### config.mk
export PLATFORM = sky130hd
export DESIGN_NAME = gaops_csr
export DESIGN_NICKNAME = d
export VERILOG_FILES = /design/src/rtl/gaops_pkg.sv /design/src/rtl/gaops_csr.sv
export SDC_FILE = /design/constraint.sdc
export NUM_CORES = 1
export LEC_CHECK = 0
export ABC_AREA = 1
export BUFFER_PORTS_ARGS = -buffer_cell sky130_fd_sc_hd__buf_2
export CAP_MARGIN = 20
export CORE_ASPECT_RATIO = 0.9
export CORE_MARGIN = 2
export CORE_UTILIZATION = 25
export CTS_CLUSTER_SIZE = 20
export DETAILED_ROUTE_END_ITERATION = 12
export SLEW_MARGIN = 5
export SYNTH_ARGS = -nofsm -noshare
export SYNTH_HDL_FRONTEND = slang
export SYNTH_SLANG_ARGS = --single-unit
### constraint.sdc
create_clock -name clock -period 1.5 [get_ports clock]
set_input_delay 0.225 -clock clock [delete_from_list [all_inputs] [get_ports clock]]
set_output_delay 0.225 -clock clock [all_outputs]
set_load 0.02 [all_outputs]
### src/rtl/gaops_pkg.sv
// Shared constants, types and helper functions of the grouped aligned offset prefix sum.
package gaops_pkg;

   // Array geometry and alignment of the region offsets.
   localparam int ROWS    = 8;
   localparam int COLUMNS = 256;
   localparam int ALIGN   = 32;

   // Field widths of the item, result and register ports.
   localparam int DATA_W   = 32;
   localparam int ACTION_W = 2;
   localparam int ROW_W    = 3;
   localparam int COL_W    = 8;
   localparam int GS_W     = 9;
   localparam int OWN_W    = 3;
   localparam int CSR_AW   = 3;

   // Index widths of the stores.
   localparam int ROW_AW  = (ROWS > 1) ? $clog2(ROWS) : 1;
   localparam int COL_AW  = (COLUMNS > 1) ? $clog2(COLUMNS) : 1;
   localparam int CELL_AW = (ROWS * COLUMNS > 1) ? $clog2(ROWS * COLUMNS) : 1;
   localparam int SPAN_W  = COL_AW + GS_W + 1;

   localparam logic [DATA_W-1:0] ALIGN_W = DATA_W'(ALIGN);

   // Action codes of an input item.
   localparam logic [ACTION_W-1:0] ACT_LOAD     = 2'd0;
   localparam logic [ACTION_W-1:0] ACT_FINALIZE = 2'd1;
   localparam logic [ACTION_W-1:0] ACT_QUERY    = 2'd2;

   // Result kinds.
   localparam logic KIND_ACK   = 1'b0;
   localparam logic KIND_QUERY = 1'b1;

   // Register indexes, decoded from address bit 2.
   localparam logic REG_GROUP_SIZE = 1'b0;
   localparam logic REG_OWN_ROW    = 1'b1;

   localparam logic [GS_W-1:0]  GROUP_SIZE_RESET = 9'd8;
   localparam logic [OWN_W-1:0] OWN_ROW_RESET    = 3'd0;

   // Commands from the controller to the datapath.
   typedef struct packed {
      logic clear;
      logic rd_en;
      logic ofs;
   } dp_cmd_type;

   // Sweep status from the datapath to the controller.
   typedef struct packed {
      logic last_row;
      logic last_col;
   } dp_stat_type;

   // Round up to a multiple of ALIGN with 32-bit wrap.
   function automatic logic [DATA_W-1:0] round_up(input logic [DATA_W-1:0] v);
      logic [DATA_W-1:0] biased;
      biased = v + (ALIGN_W - DATA_W'(1));
      return (biased / ALIGN_W) * ALIGN_W;
   endfunction

   // Linear cell address of (row, column) in a row-major store.
   function automatic logic [CELL_AW-1:0] cell_addr(input logic [31:0] r,
                                                    input logic [31:0] c);
      logic [31:0] lin;
      lin = r * 32'(COLUMNS) + c;
      return lin[CELL_AW-1:0];
   endfunction

   function automatic logic row_ok(input logic [31:0] r);
      return r < 32'(ROWS);
   endfunction

   function automatic logic col_ok(input logic [31:0] c);
      return c < 32'(COLUMNS);
   endfunction

endpackage

### src/rtl/gaops_csr.sv
module gaops_csr (
   input  logic                              clock,
   input  logic                              reset,
   input  logic                              psel,
   input  logic                              penable,
   input  logic                              pwrite,
   input  logic [gaops_pkg::CSR_AW-1:0]      paddr,
   input  logic [31:0]                       pwdata,
   output logic [31:0]                       prdata,
   output logic                              pready,
   output logic [gaops_pkg::GS_W-1:0]        group_size,
   output logic [gaops_pkg::OWN_W-1:0]       own_row
);

   logic [gaops_pkg::GS_W-1:0]  group_size_ff;
   logic [gaops_pkg::OWN_W-1:0] own_row_ff;
   logic                        wr_en;
   logic                        reg_idx;

   assign pready  = 1'b1;
   assign wr_en   = psel && penable && pwrite && pready;
   assign reg_idx = paddr[2];

   // Register writes at the access phase of a write transfer.
   always_ff @(posedge clock) begin
      if (reset) begin
         group_size_ff <= gaops_pkg::GROUP_SIZE_RESET;
         own_row_ff    <= gaops_pkg::OWN_ROW_RESET;
      end else if (wr_en) begin
         case (reg_idx)
            gaops_pkg::REG_GROUP_SIZE: group_size_ff <= pwdata[gaops_pkg::GS_W-1:0];
            gaops_pkg::REG_OWN_ROW:    own_row_ff    <= pwdata[gaops_pkg::OWN_W-1:0];
            default: ;
         endcase
      end
   end

   // Read data mux.
   always_comb begin
      case (reg_idx)
         gaops_pkg::REG_GROUP_SIZE: prdata = 32'(group_size_ff);
         gaops_pkg::REG_OWN_ROW:    prdata = 32'(own_row_ff);
         default:                   prdata = '0;
      endcase
   end

   assign group_size = group_size_ff;
   assign own_row    = own_row_ff;

endmodule

After elaboration in Yosys (flattened, before gate mapping)
Index checks and enable logic that the tools add are counted.
Widths: inputs -> output; s select.
- register bits after elaboration: 12
- bits of input ports: 40
- output and inout port bits: 45
- word-level logic and storage cells: 8
- mux-type cells: 1
- bitwise operators: 1
- reductions and logical operators: 4
- operators by type and width (kind ; count):
    $pmux 32 s2 ; 1
    $reduce_and 2->1 ; 2
    $logic_and 1x1->1 ; 2
    $not 1->1 ; 1

Depth between registers and ports, before layout
- depth after elaboration: 3
- gate-level depth with buffers: 6
- depth with buffers taken out: 5

Worst setup path before layout
No wires, ideal clock.
- path kind: register -> output
- start point: reg group_size_ff, in the netlist group_size[4]
- end point: out prdata[4]
- arrival: 0.782 ns
- required time: 1.275 ns
- slack: 0.493 ns
- cell stages (with the launch flop): 3
- buffers on the path: 0
- path through: dfxtp_1 -> inv_1 -> nor2_1
- longest elaborated chain between the ends: 1
- RTL lines (element ; line ; RTL):
    start: declaration ; gaops_csr.sv:15 ; logic [gaops_pkg::GS_W-1:0] group_size_ff;
    start signal: assignment ; gaops_csr.sv:27 ; group_size_ff <= gaops_pkg::GROUP_SIZE_RESET;
    start signal: assignment ; gaops_csr.sv:31 ; gaops_pkg::REG_GROUP_SIZE: group_size_ff <= pwdata[gaops_pkg::GS_W-1:0];
    $pmux 32 s2 ; gaops_csr.sv:40 ; case (reg_idx)
    end: declaration ; gaops_csr.sv:9 ; output logic [31:0] prdata,
Every way passes these cells. The select of a mux whose other input is x is not followed.

Worst setup path after layout
- start point: in paddr[2] (netlist name)
- end point: out prdata[0]
- longest elaborated chain between the ends: 2
- RTL lines (element ; line ; RTL):
    start: declaration ; gaops_csr.sv:7 ; input logic [gaops_pkg::CSR_AW-1:0] paddr,
    $not 1->1 (no line) ; -- ;
    $pmux 32 s2 * ; gaops_csr.sv:40 ;
Mark *: on every way between the ends. The rest lies on a longest branch, timed or not. The select of a mux whose other input is x is not followed.

==> impl_metrics.tcl <==
set metrics [dict create \
    synthCells 126 \
    finalSetupViolCount 0 \
    dp_slack_ns 0.343 \
    hp-class "primary input to flop" \
    ctsLongestPathBuffers 2 \
    p_leak_nw 0.588 \
    cts_tree "yes" \
    cpLargestDelayFamily "buffers and inverters" \
    final_nets 204 \
    fin_cells 205 \
    synthAdderAreaFrac_pct 0 \
    grt_max_degree 13 \
    ioPinCount 85 \
    finalWirelength_um 1710 \
    syn_avg_cell_area_sq_um 6.56 \
    fin_util_pct 32.5 \
    postCtsSetupRepairBufs 0 \
    path_buf_inv 3 \
    min_period_ns 1.14 \
    rsz0062_at_grt "false" \
    yosysSeqAreaShare_pct 29.0 \
    antenna_found_initial 0 \
    crit_type "primary input to primary output" \
    final-hold-violation-count 0 \
    critPathLaunchType "primary input" \
    diodes 0 \
    start_util_pct 26.6 \
    synth_cell_types 13 \
    irDropWorstVdd_v 0.000315 \
    layout_setup_ws_ns 0.358 \
    vias_per_cell 3.57 \
    synth_xor_area_share_pct 0 \
    synth-compound-area-share_pct 0.605 \
    finalCritPeriodShare_pct 76.1 \
    path_cells "buf_2 > inv_2 > nand2_1 > nand2_1 > buf_2" \
    gp_congestion 0.654 \
    setup_tns_ns 0 \
    finalPower_mw 0.874 \
    htree_levels 1 \
    synth.top_cells.by_area "dfxtp_1, buf_4, nor2_1, nand2_1, nand3_2" \
    final_cell_mix "buf_2, nor2_1, conb_1, nand2_1, inv_1" \
    dp_hpwl_um 1370 \
    dr_total_vias 732 \
    skew_ns 0 \
    die_h_um 58.6 \
    synth_seq_cells 12 \
    area_delta_synth_final_pct 22.5 \
    max_freq_mhz 876 \
    cpMaxStageDelayCell "inv_2" \
    hold_buffers 0 \
    die_area_sq_um 3780 \
    synth_top_family_by_area "simple AND/OR/NAND/NOR gates" \
    synth_top_area_cell "dfxtp_1" \
    cp-end-kind "primary output" \
    routedWlPerCell_um 8.34 \
    portBuffers 35 \
    cp.required_ns 1.27 \
    synth_simple_gate_area_share_pct 36.5 \
    crit_arrival_ns 0.92 \
    ant_nets 0 \
    cts_root_buffer "clkbuf_8" \
    drtPass1Iterations 2 \
    die_x_um 64.6 \
    syn_area_sq_um 827 \
    drive_above_1_share_pct 32.5 \
    grt_pass1_vias 587 \
    grt.overflow.total 0 \
    placed_cells 201 \
    drc 0 \
    grt_pass1_wl_um 2610 \
    synth_top_area_share_pct 29.0 \
    cts_sinks 12 \
    clk_pin_slew_ns 0.06 \
    rows 19 \
    drtIter0Drc 9 \
    crit_fanout 12 \
    cellPowerDensity_nw_per_um2 863 \
    drv_slew 0 \
    synth_warnings 0 \
    fp.coreArea_sq_um 3110 \
    track_usage_pct 9.23 \
    postCtsResizedCells 0 \
    numCtsBuffers 3 \
    final_common_cell "buf_2" \
    drv_cap 0 \
    clock_latency_ns 0.24 \
    synth_mux_area_share_pct 0 \
    slowest_delay_ns 0.24 \
    outcome "completed" \
]
## state kept, by name, indices dropped and copies added, names as in the netlist
register and flops:
group_size 9, own_row 3
## power breakdown
part	internal, mW	switching, mW	leakage (nW)
logic	0.0489	0.136	0.462
clock network	0.232	0.120	0.0288
registers	0.330	0.00758	0.0976
## cells by family after synthesis
| group | Yosys count |
|---|---|
| simple gates | 66 |
| buf+inv | 45 |
| flops | 12 |
| other cells | 2 |
| compound gates | 1 |
## layer usage
layer / share of wire (%) / GRT usage, % / vias to the layer above
li1: - / - / 396
met4: 0 / 0.912 / 0
met3: 6.9 / 4.59 / 0
met1: 45 / 11.0 / 306
met5: 0 / 0 / -
met2: 48 / 15.6 / 30
## synth_stat cells
| cell | number |
|---|---|
| nand3_1 | 7 |
| buf_6 | 1 |
| dfxtp_1 | 12 |
| inv_2 | 1 |
| o21ai_0 | 1 |
| buf_2 | 2 |
| nor2_1 | 28 |
| nand3_2 | 6 |
| nand2_1 | 22 |
| buf_4 | 25 |
| nor2_2 | 3 |
| conb_1 | 2 |
| inv_1 | 16 |
## path summary, 6_finish.rpt
kind                                    start             to  slack (ns)  cells past startpoint
worst max-delay path                 paddr[2]      prdata[0]        0.36                      5
worst min-delay path                pwdata[3]  group_size[3]        0.20                      3
worst max register to register  group_size[3]  group_size[3]        0.90                      2
worst min register to register  group_size[0]  group_size[0]        0.49                      2
## cell type report
| type | instances | area [sq um] |
|---|---|---|
| Sequential cell | 12 | 240 |
| Multi-Input combinational cell | 91 | 397 |
| Timing Repair Buffer | 39 | 205 |
| Fill cell | 369 | 2100 |
| Inverter | 17 | 63.8 |
| Tap cell | 42 | 52.6 |
| Clock buffer | 4 | 55.1 |
## worst register-to-register path, cell delays in order, from the launching register on
cell and delay [ns]:
dfxtp_1 0.32, o21ai_0 0.07, nand3_1 0.08
## per-stage QoR
step	hold WS, ns	area [sq um]
2_1_floorplan	0.351	910
3_3_place_gp	0.438	958
3_5_place_dp	0.445	958
4_1_cts	0.193	1010
5_1_grt	0.207	1010
6_report	0.199	1010
(Power assumes the default switching activity.)
