[config.mk]
export PLATFORM = sky130hd
export DESIGN_NAME = gaops_ctrl
export DESIGN_NICKNAME = d
export VERILOG_FILES = /design/src/rtl/gaops_pkg.sv /design/src/rtl/gaops_ctrl.sv
export SDC_FILE = /design/constraint.sdc
export NUM_CORES = 1
export LEC_CHECK = 0
export ABC_AREA = 1
export BUFFER_PORTS_ARGS = -buffer_cell sky130_fd_sc_hd__buf_2
export CORE_AREA = 3 3 40 42
export DETAILED_ROUTE_END_ITERATION = 8
export DIE_AREA = 0 0 43 45
export RECOVER_POWER = 25
export SYNTH_ARGS = -nofsm -noshare
export SYNTH_HDL_FRONTEND = slang
export SYNTH_SLANG_ARGS = --single-unit
[constraint.sdc]
create_clock -name clock -period 1.2 [get_ports clock]
set_input_delay 0.24 -clock clock [delete_from_list [all_inputs] [get_ports clock]]
set_output_delay 0.24 -clock clock [all_outputs]
set_load 0.01 [all_outputs]
[src/rtl/gaops_pkg.sv]
// Shared constants, types and helper functions of the grouped aligned offset prefix sum.
package gaops_pkg;

   // Array geometry and alignment of the region offsets.
   localparam int ROWS    = 8;
   localparam int COLUMNS = 256;
   localparam int ALIGN   = 32;

   // Field widths of the item, result and register ports.
   localparam int DATA_W   = 32;
   localparam int ACTION_W = 2;
   localparam int ROW_W    = 3;
   localparam int COL_W    = 8;
   localparam int GS_W     = 9;
   localparam int OWN_W    = 3;
   localparam int CSR_AW   = 3;

   // Index widths of the stores.
   localparam int ROW_AW  = (ROWS > 1) ? $clog2(ROWS) : 1;
   localparam int COL_AW  = (COLUMNS > 1) ? $clog2(COLUMNS) : 1;
   localparam int CELL_AW = (ROWS * COLUMNS > 1) ? $clog2(ROWS * COLUMNS) : 1;
   localparam int SPAN_W  = COL_AW + GS_W + 1;

   localparam logic [DATA_W-1:0] ALIGN_W = DATA_W'(ALIGN);

   // Action codes of an input item.
   localparam logic [ACTION_W-1:0] ACT_LOAD     = 2'd0;
   localparam logic [ACTION_W-1:0] ACT_FINALIZE = 2'd1;
   localparam logic [ACTION_W-1:0] ACT_QUERY    = 2'd2;

   // Result kinds.
   localparam logic KIND_ACK   = 1'b0;
   localparam logic KIND_QUERY = 1'b1;

   // Register indexes, decoded from address bit 2.
   localparam logic REG_GROUP_SIZE = 1'b0;
   localparam logic REG_OWN_ROW    = 1'b1;

   localparam logic [GS_W-1:0]  GROUP_SIZE_RESET = 9'd8;
   localparam logic [OWN_W-1:0] OWN_ROW_RESET    = 3'd0;

   // Commands from the controller to the datapath.
   typedef struct packed {
      logic clear;
      logic rd_en;
      logic ofs;
   } dp_cmd_type;

   // Sweep status from the datapath to the controller.
   typedef struct packed {
      logic last_row;
      logic last_col;
   } dp_stat_type;

   // Round up to a multiple of ALIGN with 32-bit wrap.
   function automatic logic [DATA_W-1:0] round_up(input logic [DATA_W-1:0] v);
      logic [DATA_W-1:0] biased;
      biased = v + (ALIGN_W - DATA_W'(1));
      return (biased / ALIGN_W) * ALIGN_W;
   endfunction

   // Linear cell address of (row, column) in a row-major store.
   function automatic logic [CELL_AW-1:0] cell_addr(input logic [31:0] r,
                                                    input logic [31:0] c);
      logic [31:0] lin;
      lin = r * 32'(COLUMNS) + c;
      return lin[CELL_AW-1:0];
   endfunction

   function automatic logic row_ok(input logic [31:0] r);
      return r < 32'(ROWS);
   endfunction

   function automatic logic col_ok(input logic [31:0] c);
      return c < 32'(COLUMNS);
   endfunction

endpackage

[src/rtl/gaops_ctrl.sv]
module gaops_ctrl (
   input  logic                              clock,
   input  logic                              reset,
   input  logic                              start,
   input  logic [gaops_pkg::ACTION_W-1:0]    action,
   input  gaops_pkg::dp_stat_type            stat,
   output logic                              busy,
   output gaops_pkg::dp_cmd_type             cmd,
   output logic                              ack
);

   typedef enum logic [5:0] {
      S_IDLE  = 6'b000001,
      S_SUM   = 6'b000010,
      S_WAIT  = 6'b000100,
      S_OFS   = 6'b001000,
      S_DRAIN = 6'b010000,
      S_ACK   = 6'b100000
   } state_type;

   state_type state_ff, state_in;

   assign busy = (state_ff != S_IDLE);

   // Per column: a summing sweep over the rows, a wait state for the region to settle,
   // then an offset sweep over the rows; after the last column, drain, then acknowledge.
   always_comb begin
      state_in = state_ff;
      cmd      = '0;
      ack      = 1'b0;
      case (state_ff)
         S_IDLE: begin
            if (start && (action == gaops_pkg::ACT_FINALIZE)) begin
               cmd.clear = 1'b1;
               state_in  = S_SUM;
            end
         end
         S_SUM: begin
            cmd.rd_en = 1'b1;
            if (stat.last_row) begin
               state_in = S_WAIT;
            end
         end
         S_WAIT: begin
            state_in = S_OFS;
         end
         S_OFS: begin
            cmd.rd_en = 1'b1;
            cmd.ofs   = 1'b1;
            if (stat.last_row) begin
               state_in = stat.last_col ? S_DRAIN : S_SUM;
            end
         end
         S_DRAIN: begin
            state_in = S_ACK;
         end
         S_ACK: begin
            ack      = 1'b1;
            state_in = S_IDLE;
         end
         default: begin
            state_in = S_IDLE;
         end
      endcase
   end

   always_ff @(posedge clock) begin
      if (reset) begin
         state_ff <= S_IDLE;
      end else begin
         state_ff <= state_in;
      end
   end

endmodule

# Yosys cells after proc, flatten, opt, wreduce, memory -nomap -nowiden
# Index checks and enable logic that the tools add are counted.
# Widths: inputs -> output; s select.
[totals]
ff_bits = 6
input_bits = 7
output_inout_bits = 5
wordCells = 25
[op_classes]
eq_ne = 11
n_mux = 10
reduce_logical = 3
[op_table]
columns = ["operator", "n"]
rows = [
  ["$pmux 6 s5", 1],
  ["$mux 6", 3],
  ["$eq 6x1->1 const B", 1],
  ["$eq 6x2->1 const B", 1],
  ["$eq 6x3->1 const B", 1],
  ["$eq 6x4->1 const B", 1],
  ["$eq 6x5->1 const B", 1],
  ["$eq 6x6->1 const B", 1],
  ["$ne 2x2->1 const B", 3],
  ["$ne 6x1->1 const B", 1],
  ["$mux 1", 5],
  ["$mux 5", 1],
  ["$reduce_and 3->1", 1],
  ["$eq 2x1->1 const B", 1],
  ["$reduce_or 2->1", 1],
  ["$logic_and 1x1->1", 1],
]

# Depth between registers and ports, before layout
[depth]
word_depth = 4
mapped_depth = 7
ltp_nobuf = 7

# Least setup slack after synthesis
# Ideal clock, no wire load.
[synth_timing]
path_type = "register to output"
startpoint = "register state_ff[1]"
endpoint = "output ack"
n_path_buf = 0
path_stages_with_launch = 5
arrival_ps = 837
t_required_ps = 960
setup_slack_ps = 123
path_cell_list = "dfxtp_1 > nor2_2 > and2_1 > nand2_1 > nor2_1"
[synth_between]
elab_chain_len = 2
[synth_lines]
columns = ["item", "line", "rtl"]
rows = [
  ["start: declaration", "gaops_ctrl.sv:21", "state_type state_ff, state_in;"],
  ["start signal: assignment", "gaops_ctrl.sv:71", "state_ff <= state_in;"],
  ["$eq 6x6->1", "gaops_ctrl.sv:31", "case (state_ff)"],
  ["$mux 1", "gaops_ctrl.sv:31", ""],
  ["end: declaration", "gaops_ctrl.sv:9", "output logic ack"],
]
# Every way passes these cells.

# Worst setup path in the final report
[layout_timing]
startpoint = "register state_ff[3]"
endpoint = "output ack"
# The elaborated chain is that of the path after synthesis.

==> qor.yml <==
outcome:
  run_status: "finished, violations left"
  violations: "negative setup slack"
clocking:
  h-tree-depth: 1
  cts_hold_buf: 0
  clock_latency_ns: 0.25
  clkSinkCount: 6
  cts_buffer_depth: 2
  cts_made_buffers: 3
  cts_tree: "done"
  clk_pin_slew_ns: 0.04
  cts_root_buf: "clkbuf_4"
critical_path:
  reg2reg_depth: 7
  critPathCaptureType: "output port"
  cp-start-kind: "flop"
  crit_fanout: 4
  ff2ff_setup_slack_ns: -0.02
  critPathLaunch: "state_ff[3]"
  crit_required_ns: 0.96
  path_class: "reg2out"
  arrival_ns: 1.13
  rr_startpoint: "state_ff[0]"
  regToRegEndpoint: "state_ff[4]"
synth:
  synth_compound_area_frac: 0.03915
  synth_fp_nets: 56
  yosys.area.top_type: "dfxtp_1"
  syn_area_sq_um: 351.6
  yosysWarnings: 0
  ys_types: 15
  synthAdderAreaFrac: 0
  synth_xor_xnor_area_share: 0
  syn_avg_cell_area_sq_um: 7.175
  synth.top_cells.by_area: "dfxtp_1 (34%), inv_1 (11%), nand4_1 (11%)"
  ys_ff_latch: 6
  synth-simple-area-share: 0.5018
  synth_mux_area_frac: 0
  ys_seq_area_frac: 0.3416
  synth_top_family_by_area: "simple AND/OR/NAND/NOR gates"
  synth_top_area_share: 0.3416
  syn_inst: 49
cells_and_area:
  largest_register_ff_count: 6
  utilization: 0.4674
  fill_cells: 129
  largest_register: "state_ff"
  drive_gt1_frac: 0.6351
  final_nets: 83
  area_growth_pct: 70.82
  largestRegisters: "state_ff x6"
  num_antenna_cells: 0
sta:
  slew_headroom: 0.8638
  setup_viol: 6
  tightest_slew_ns: 0.2036
  fin_ws_ns: -0.1706
  slew_viol_final: 0
  max_freq_mhz: 729.6
  clock-skew-final_ns: 0.003659
  period_needed_ns: 1.371
  rsz0062_at_grt: "true"
  final_hold_viol_count: 0
  finalCritPeriodShare: 1.142
place:
  dp_hpwl_um: 561.4
  port_buffers: 11
  place.gp.congestion: 0.8852
detailed_routing:
  route.vias.total: 417
  drt-wirelength-per-cell_um: 10.67
  avgViaCountPerCell: 4.685
  firstDrtPassIters: 4
  wl_um: 950
  ant_nets: 0
  dr.first_iter.drc_count: 4
  drcViolationCount: 0
floorplan:
  row_count: 13
  ios: 12
  die_w_um: 43
  dieArea_sq_um: 1935
  fp.dieH_um: 45
  core_sq_um: 1285
  initial_utilization: 0.2736
run:
  max_cap_violations: 0
power:
  ir_drop_mv: 0.6091
  power.density_nw_per_um2: 1446
  power_mw: 0.8684
  p_leak_nw: 0.2969
worst_hold_path:
  worst_hold_path_type: "in2reg"
  min_to: "state_ff[1]"
  min_from: "reset"
  worstHoldPathCells: 2
global_route:
  grt_use_total: 0.1282
  grt_max_degree: 6
  gr-total-overflow: 0
  grt_pass1_wl_um: 1711
  first_global_vias: 415
  antenna_found_initial: 0
## cells in the mapped netlist (all sizes together)
cell type   n
clkinv      1
and2        1
nand4       6
nand3       6
inv        10
nor2       10
dfxtp       6
nand2       6
a21oi       2
nand3b      1
## how the worst max path moves through the flow
stage	endpoint	slack (ns)
finish	ack	-0.17
global route	ack	-0.25
CTS	ack	-0.17
detailed placement	ack	0.04
global placement	ack	0.03
floorplan	ack	0.12
## through the flow
step / setup slack, ns / TNS [ns] / area [sq um] / hold WS, ns / std cells
3_5_place_dp: 0.03890 / 0 / 432.9 / 0.4713 / 76
2_1_floorplan: 0.1231 / 0 / 351.6 / 0.3024 / 49
5_1_grt: -0.2490 / -1.400 / 600.6 / 0.2172 / 89
6_report: -0.1706 / -0.6127 / 600.6 / 0.2108 / 89
3_3_place_gp: 0.02783 / 0 / 432.9 / 0.4726 / 76
4_1_cts: -0.1658 / -0.5310 / 584.3 / 0.2068 / 89
## logic make-up after synthesis
family	Yosys count
compound gates	2
flops	6
buf+inv	11
simple gates	30
## layout make-up
| class | instances | area, sq um | share of cell area |
|---|---|---|---|
| Multi-Input combinational cell | 32 | 222.7 | 0.3708 |
| Timing Repair Buffer | 22 | 160.2 | 0.2667 |
| Sequential cell | 6 | 131.4 | 0.2188 |
| Inverter | 11 | 45.04 | 0.07500 |
| Clock buffer | 3 | 22.52 | 0.03750 |
| Tap cell | 15 | 18.77 | 0.03125 |
## where the power goes
group / switching (mW) / internal, mW
Sequential: 0.0354 / 0.231
Clock: 0.0704 / 0.113
Combinational: 0.183 / 0.236
## per-layer routing
layer	global-route usage	vias up	wire length, um
li1	-	209	-
met1	0.1277	182	342
met2	0.2186	20	489
met3	0.01992	6	71
met4	0.1386	0	46
met5	0	-	0
## worst max-delay path, stage by stage (launching register included)
cell and delay (ns):
dfxtp_2 0.32, nor2_4 0.16, and2_4 0.16, nand2_1 0.04, nor2_1 0.07, buf_2 0.13
## layout by cell type, fill, tap and decap left out
cell / instances
inv_4: 1
nand2_1: 4
nor2_1: 4
dfxtp_1: 1
inv_2: 1
buf_2: 8
nor2_4: 5
nand2_2: 2
a21oi_1: 1
nor2_2: 1
nand3_2: 4
clkbuf_4: 3
a21oi_2: 1
nand3_1: 2
nand4_1: 6
clkinv_2: 1
dfxtp_2: 3
dfxtp_4: 2
inv_1: 8
nand3b_1: 1
and2_4: 1
buf_6: 4
buf_4: 10
## timing repair
action | CTS | global route
pin swaps | 11 | 3
gates resized for setup | 18 | 5
setup buffers | 10 | 2
setup endpoints to repair | 5 | 9
hold endpoints to repair | 0 | 0
Note: power is estimated with default switching activity, not from simulation.
